--- config.mk ---
export PLATFORM = sky130hd
export DESIGN_NAME = framed_command_receiver_queue
export DESIGN_NICKNAME = d
export VERILOG_FILES = /design/src/hdl/fcrq_pkg.sv /design/src/hdl/framed_command_receiver_queue.sv
export SDC_FILE = /design/constraint.sdc
export NUM_CORES = 2
export LEC_CHECK = 0
export ABC_AREA = 0
export BUFFER_PORTS_ARGS = -buffer_cell sky130_fd_sc_hd__buf_2
export CORE_ASPECT_RATIO = 0.8
export CORE_MARGIN = 10
export CORE_UTILIZATION = 55
export DETAILED_ROUTE_END_ITERATION = 6
export PLACE_DENSITY = 0.71
export SLEW_MARGIN = 20
export SYNTH_ARGS = -nofsm -noshare
export SYNTH_HDL_FRONTEND = slang
export SYNTH_SLANG_ARGS = --single-unit
--- constraint.sdc ---
create_clock -name clk -period 9.4 [get_ports clk]
set_input_delay 1.88 -clock clk [delete_from_list [all_inputs] [get_ports clk]]
set_output_delay 1.88 -clock clk [all_outputs]
set_load 0.05 [all_outputs]
--- src/hdl/fcrq_pkg.sv ---
// Package for the framed command receiver queue.
// Holds the sizes, the request kind and status codes and the ring helpers.
// Has no dependencies.
package fcrq_pkg;

  localparam int QUEUE_DEPTH = 8;
  localparam int PARAM_MAX   = 32;
  localparam int HDR_BYTES   = 2;
  localparam int SLOT_BYTES  = PARAM_MAX + HDR_BYTES;
  localparam int MEM_DEPTH   = QUEUE_DEPTH * SLOT_BYTES;

  localparam int SLOT_W = $clog2(QUEUE_DEPTH);
  localparam int CNT_W  = $clog2(SLOT_BYTES + 1);
  localparam int ADDR_W = $clog2(MEM_DEPTH);

  typedef logic [SLOT_W-1:0] slot_t;
  typedef logic [CNT_W-1:0]  cnt_t;
  typedef logic [ADDR_W-1:0] addr_t;

  localparam logic [1:0] KIND_RX     = 2'd0;
  localparam logic [1:0] KIND_READ   = 2'd1;
  localparam logic [1:0] KIND_REMOVE = 2'd2;

  localparam logic [1:0] STATUS_EMPTY = 2'd0;
  localparam logic [1:0] STATUS_DATA  = 2'd1;
  localparam logic [1:0] STATUS_FULL  = 2'd2;

  localparam logic [7:0] FLAG_RESET = 8'd170;

  function automatic slot_t next_slot(input slot_t s);
    if (s == slot_t'(QUEUE_DEPTH - 1)) begin
      return '0;
    end
    return s + slot_t'(1);
  endfunction

  function automatic logic [1:0] queue_status(input slot_t head, input slot_t tail);
    if (head == tail) begin
      return STATUS_EMPTY;
    end
    if (head == next_slot(tail)) begin
      return STATUS_FULL;
    end
    return STATUS_DATA;
  endfunction

endpackage

--- src/hdl/framed_command_receiver_queue.sv ---
// Top level of the framed command receiver queue.
// Frames are kept in one byte-wide synchronous memory; depends on fcrq_pkg.
//
// Every request is taken at once and busy stays low, so a request may be
// given in every cycle. Its result appears on the out_ ports, marked by
// out_strobe, in the cycle after the request was taken; read data comes from
// the registered read port of the frame memory. The receiver cannot
// stall, and results are never held back. Received bytes go straight into the
// tail slot of the frame memory, and a head read never touches that slot, so
// no forwarding is needed. The frame memory needs no clearing after reset.
// The start flag may be written at any time through the cfg_ channel.
module framed_command_receiver_queue
  import fcrq_pkg::*;
(
  input  logic       clk,
  input  logic       rst_n,
  input  logic       start,
  output logic       busy,
  input  logic [1:0] in_kind,
  input  logic [7:0] in_rx_byte,
  input  logic [5:0] in_read_index,
  output logic       out_strobe,
  output logic [1:0] out_queue_status,
  output logic       out_frame_stored,
  output logic       out_frame_dropped,
  output logic       out_read_valid,
  output logic [7:0] out_read_data,
  input  logic       cfg_valid,
  output logic       cfg_ready,
  input  logic [7:0] cfg_data
);

  localparam logic [7:0] PARAM_MAX_B = 8'(PARAM_MAX);

  logic [7:0] mem [MEM_DEPTH];
  logic [7:0] rd_q;

  logic [7:0] start_flag_r;
  logic       recv_r, recv_nxt;
  cnt_t       cnt_r, cnt_nxt;
  logic [7:0] len_r, len_nxt;
  slot_t      head_r, head_nxt;
  slot_t      tail_r, tail_nxt;

  logic       strobe_r;
  logic [1:0] status_r;
  logic       stored_r, stored_nxt;
  logic       dropped_r, dropped_nxt;
  logic       rvalid_r, rvalid_nxt;
  logic       rhit_r, rhit_nxt;

  logic       take;
  logic       we, re;
  addr_t      waddr, raddr;
  logic       last_byte;

  assign busy      = 1'b0;
  assign cfg_ready = 1'b1;
  assign take      = start && !busy;

  assign waddr = addr_t'(tail_r) * addr_t'(SLOT_BYTES) + addr_t'(cnt_r);
  assign raddr = addr_t'(head_r) * addr_t'(SLOT_BYTES) + addr_t'(in_read_index);

  always_comb begin
    recv_nxt    = recv_r;
    cnt_nxt     = cnt_r;
    len_nxt     = len_r;
    head_nxt    = head_r;
    tail_nxt    = tail_r;
    stored_nxt  = 1'b0;
    dropped_nxt = 1'b0;
    rvalid_nxt  = 1'b0;
    rhit_nxt    = 1'b0;
    we          = 1'b0;
    re          = 1'b0;
    last_byte   = 1'b0;
    if (take) begin
      unique case (in_kind)
        KIND_RX: begin
          if (!recv_r) begin
            if (in_rx_byte == start_flag_r) begin
              recv_nxt = 1'b1;
              cnt_nxt  = '0;
            end
          end else begin
            we      = cnt_r < cnt_t'(SLOT_BYTES);
            cnt_nxt = cnt_r + cnt_t'(1);
            if (cnt_r == cnt_t'(1)) begin
              len_nxt   = in_rx_byte;
              last_byte = in_rx_byte == 8'd0;
            end else if (cnt_r > cnt_t'(1)) begin
              last_byte = {1'b0, len_r} + 9'(HDR_BYTES - 1) == 9'(cnt_r);
            end
            if (cnt_r == cnt_t'(1) && in_rx_byte > PARAM_MAX_B) begin
              dropped_nxt = 1'b1;
              recv_nxt    = 1'b0;
              cnt_nxt     = '0;
            end else if (last_byte) begin
              if (queue_status(head_r, tail_r) == STATUS_FULL) begin
                dropped_nxt = 1'b1;
              end else begin
                tail_nxt   = next_slot(tail_r);
                stored_nxt = 1'b1;
              end
              recv_nxt = 1'b0;
              cnt_nxt  = '0;
            end
          end
        end
        KIND_READ: begin
          if (queue_status(head_r, tail_r) != STATUS_EMPTY) begin
            rvalid_nxt = 1'b1;
            rhit_nxt   = in_read_index < 6'(SLOT_BYTES);
            re         = rhit_nxt;
          end
        end
        KIND_REMOVE: begin
          if (queue_status(head_r, tail_r) != STATUS_EMPTY) begin
            head_nxt = next_slot(head_r);
          end
        end
        default: begin
        end
      endcase
    end
  end

  always_ff @(posedge clk) begin
    if (we) begin
      mem[waddr] <= in_rx_byte;
    end
    if (re) begin
      rd_q <= mem[raddr];
    end
  end

  always_ff @(posedge clk) begin
    if (!rst_n) begin
      start_flag_r <= FLAG_RESET;
      recv_r       <= 1'b0;
      cnt_r        <= '0;
      head_r       <= '0;
      tail_r       <= '0;
      strobe_r     <= 1'b0;
    end else begin
      if (cfg_valid && cfg_ready) begin
        start_flag_r <= cfg_data;
      end
      recv_r   <= recv_nxt;
      cnt_r    <= cnt_nxt;
      head_r   <= head_nxt;
      tail_r   <= tail_nxt;
      strobe_r <= take;
    end
  end

  always_ff @(posedge clk) begin
    len_r     <= len_nxt;
    status_r  <= queue_status(head_nxt, tail_nxt);
    stored_r  <= stored_nxt;
    dropped_r <= dropped_nxt;
    rvalid_r  <= rvalid_nxt;
    rhit_r    <= rhit_nxt;
  end

  assign out_strobe        = strobe_r;
  assign out_queue_status  = status_r;
  assign out_frame_stored  = stored_r;
  assign out_frame_dropped = dropped_r;
  assign out_read_valid    = rvalid_r;
  assign out_read_data     = (rvalid_r && rhit_r) ? rd_q : 8'd0;

endmodule

==> metrics.csv <==
stage,metric,value,unit
floorplanning,dieArea,0.174,mm2
routing,drtIter0Drc,7349,
setup_path,reg2reg_from,head_r[1],
clocking,cts_root_buf,clkbuf_16,
setup_path,critPathArrivalTime,5900,ps
yosys,synth_top_family_by_area,multiplexers,
yosys,avgSynthCellArea,21.4,um2
routing,routed_wl,224,mm
yosys,syn_inst,4058,
placed_design,gp_congestion,0.913,
min_path,hp-class,reg2reg,
yosys,synthAdderAreaFrac,0.00305,
run,cap_violations,0,
setup_path,setup.worst_path.start,in_read_index[1],
routing,drc_errors,3,
routing,vias_per_cell,6.73,
setup_path,worstPathMaxFanout,35,
floorplanning,die_h,375,um
yosys,yosysUniqueCellTypes,71,
setup_path,worst_path_most_repeated_cell,a211oi_1,
routing,first_pass_iters,7,
finish,fillers,10700,
floorplanning,die_w,464,um
yosys,synthXorXnorAreaFrac,0.00472,
global_route,grt_max_degree,151,
timing,setup_slack,4070,ps
timing,finalSetupViolations,0,
timing,tightest_slew,1250,ps
placed_design,port_buffers,41,
power_and_ir_drop,ir_drop,0.186,mV
min_path,worstHoldStart,start_flag_r[7],
global_route,top_usage_layer,met1,
timing,rsz0062_at_grt,no,
finish,multiInputGateArea,0.0196,mm2
finish,final_cell_mix,"edfxtp_1 (2,192), mux4_2 (624), nor2_1 (339), clkbuf_16 (204), nand2_1 (165)",
setup_path,path_cells,buf_2 -> ha_4 -> buf_4 -> mux4_2 -> nor2b_1 -> a211oi_1 -> a311oi_1 -> a211oi_1 -> a2111oi_0 -> nor4_1 -> a21oi_1,
placed_design,dp_worst_setup_slack,3380,ps
clocking,cts.sinks,2220,
setup_path,critPathKind,in2reg,
outcome,violations,DRC,
setup_path,critPathBufInv,2,
global_route,grt-ovfl-total,0,
clocking,cts_tree,yes,
timing,skew,27.7,ps
yosys,synthSimpleGateAreaFrac,0.0319,
finish,layout-drive-gt1-share,0.248,
setup_path,cpPeakStageDelay,830,ps
setup_path,crit_slowest_cell,a211oi_1,
timing,fin_crit,5330,ps
global_route,grt_pass1_vias,42300,
power_and_ir_drop,leakage,0.0297,uW
yosys,postSynth.asyncResetShare,0,
yosys,synth-edff-count,2192,
finish,final_common_cell,edfxtp_1,
global_route,use_met3,0.0922,
global_route,grt_use_total,0.257,
setup_path,crit_family,compound AO/OA/AOI/OAI gates,
power_and_ir_drop,design_power_total,19800,uW
setup_path,cp-end-kind,register,
yosys,yosysWarnings,0,
clocking,clockBufferDepth,3,
yosys,yosysSeqAreaShare,0.764,
setup_path,cp.required,9970,ps
floorplanning,num_rows,130,
timing,clock.fmax,0.187,GHz
timing,relSlewSlack,0.162,
finish,ff_latch_area,0.0664,mm2
clocking,post_cts_buffers,0,
clocking,clock_latency,840,ps
clocking,clk_pin_slew,60,ps
timing,fin_crit_sh,0.568,
placed_design,dpl.hpwl,138,mm
global_route,grt_pass1_wl,321,mm
timing,fin_setup_tns,0,ps
yosys,synth_nets,4106,
floorplanning,io_pins,44,
clocking,cts_hold_buf,0,
yosys,ys_ff_latch,2220,
global_route,use_met2,0.359,
power_and_ir_drop,p_per_area,206,mW/mm2
clocking,cts_resized,0,
yosys,synth_mux_area_frac,0.168,
floorplanning,coreArea,0.157,mm2
routing,wl_per_cell,34.9,um
clocking,htree_levels,4,
global_route,use_met1,0.382,
yosys,synth-main-ff-cell,edfxtp_1,
floorplanning,start_util,0.554,
global_route,antenna_found_initial,16,
yosys,synth_compound_area_frac,0.0157,
clocking,numCtsBuffers,200,
finish,fin_nets,4201,
finish,syn2layout_area_growth,10.6,%
setup_path,start_kind,input port,
outcome,status,"finished, violations left",
routing,vias,43200,
yosys,syn-cell-area,0.0869,mm2
routing,drtAntennaViolNets,0,
timing,hold_viol,0,
timing,slew_viol_final,0,
path summary, 6_finish.rpt:
| kind | to | slack, ps | depth (start not counted) |
|---|---|---|---|
| worst max-delay path | rd_q[2] | 4070 | 11 |
| worst min-delay path | start_flag_r[7] | 500 | 2 |
| worst max register to register | rd_q[2] | 4650 | 10 |
| worst min register to register | start_flag_r[7] | 500 | 2 |
flip-flops by register name, summed over array words and instances, names as in the netlist:
signal	flops
mem	2176
start_flag_r	8
out_read_valid	1
tail_r	3
out_queue_status	2
rd_q	8
cnt_r	6
out_frame_stored	1
head_r	3
len_r	8
recv_r	1
rhit_r	1
out_frame_dropped	1
out_strobe	1
report_power, final:
group          switching, uW  total (uW)  internal, uW
combinational            617         956           339
clock                   3560        7970          4400
sequential              3.88       10900         10900
total                   4190       19800         15600
worst register-to-register path: stages, from the launching register on:
cell	delay [ps]
dfxtp_1	680
ha_1	340
a211oi_1	200
nor2_1	210
xnor2_4	660
buf_4	410
mux4_2	590
a211oi_1	830
a2111oi_0	190
nor4_1	270
a21oi_1	100
layout make-up:
class                   count  share of cell area
diodes                      2           0.0000521
clock inverters           118              0.0105
clock buffers             245              0.0547
repair buffers            123              0.0120
well taps                2112              0.0275
multi-input cells        1598               0.204
inverters                  10            0.000391
flip-flops and latches   2220               0.691
kinds of logic (layout without fill, tap and decap cells):
| kind of cell | after synthesis | in the layout |
|---|---|---|
| buf+inv | 240 | 496 |
| xor+xnor | 46 | 46 |
| simple gates | 657 | 657 |
| fa+ha+maj | 20 | 20 |
| other cells | 2 | 4 |
| flops | 2220 | 2220 |
| mux | 675 | 675 |
| compound gates | 198 | 198 |
stage by stage:
step / cells / hold slack [ps] / cell area, um2 / util
detailed placement: 6061 / 496 / 89700 / 0.572
global route: 6426 / 534 / 96100 / 0.612
finish: 6428 / 504 / 96100 / 0.612
CTS: 6424 / 512 / 96000 / 0.612
floorplan: 4058 / 462 / 86900 / -
global placement: 6061 / 481 / 89700 / 0.572
synthesized netlist by cell type (26+ instances only):
cell,n,share of area
nand2_1,181,0.0078
o21ai_0,36,0.0021
mux4_2,624,0.16
buf_4,28,0.0024
mux2i_1,44,0.0051
clkbuf_1,97,0.0042
edfxtp_1,2192,0.76
nor2_1,343,0.015
buf_1,26,0.0011
dfxtp_1,28,0.0065
a21oi_1,30,0.0017
buf_2,77,0.0044
nand3_1,29,0.0017
per-layer routing:
layer,share of wire,vias up,wire length [um]
li1,-,17100,-
met1,0.38,22700,86100
met2,0.44,3049,97700
met3,0.15,451,33500
met4,0.031,12,7060
met5,0.00034,-,77
Power figures use the tool's default switching activity.
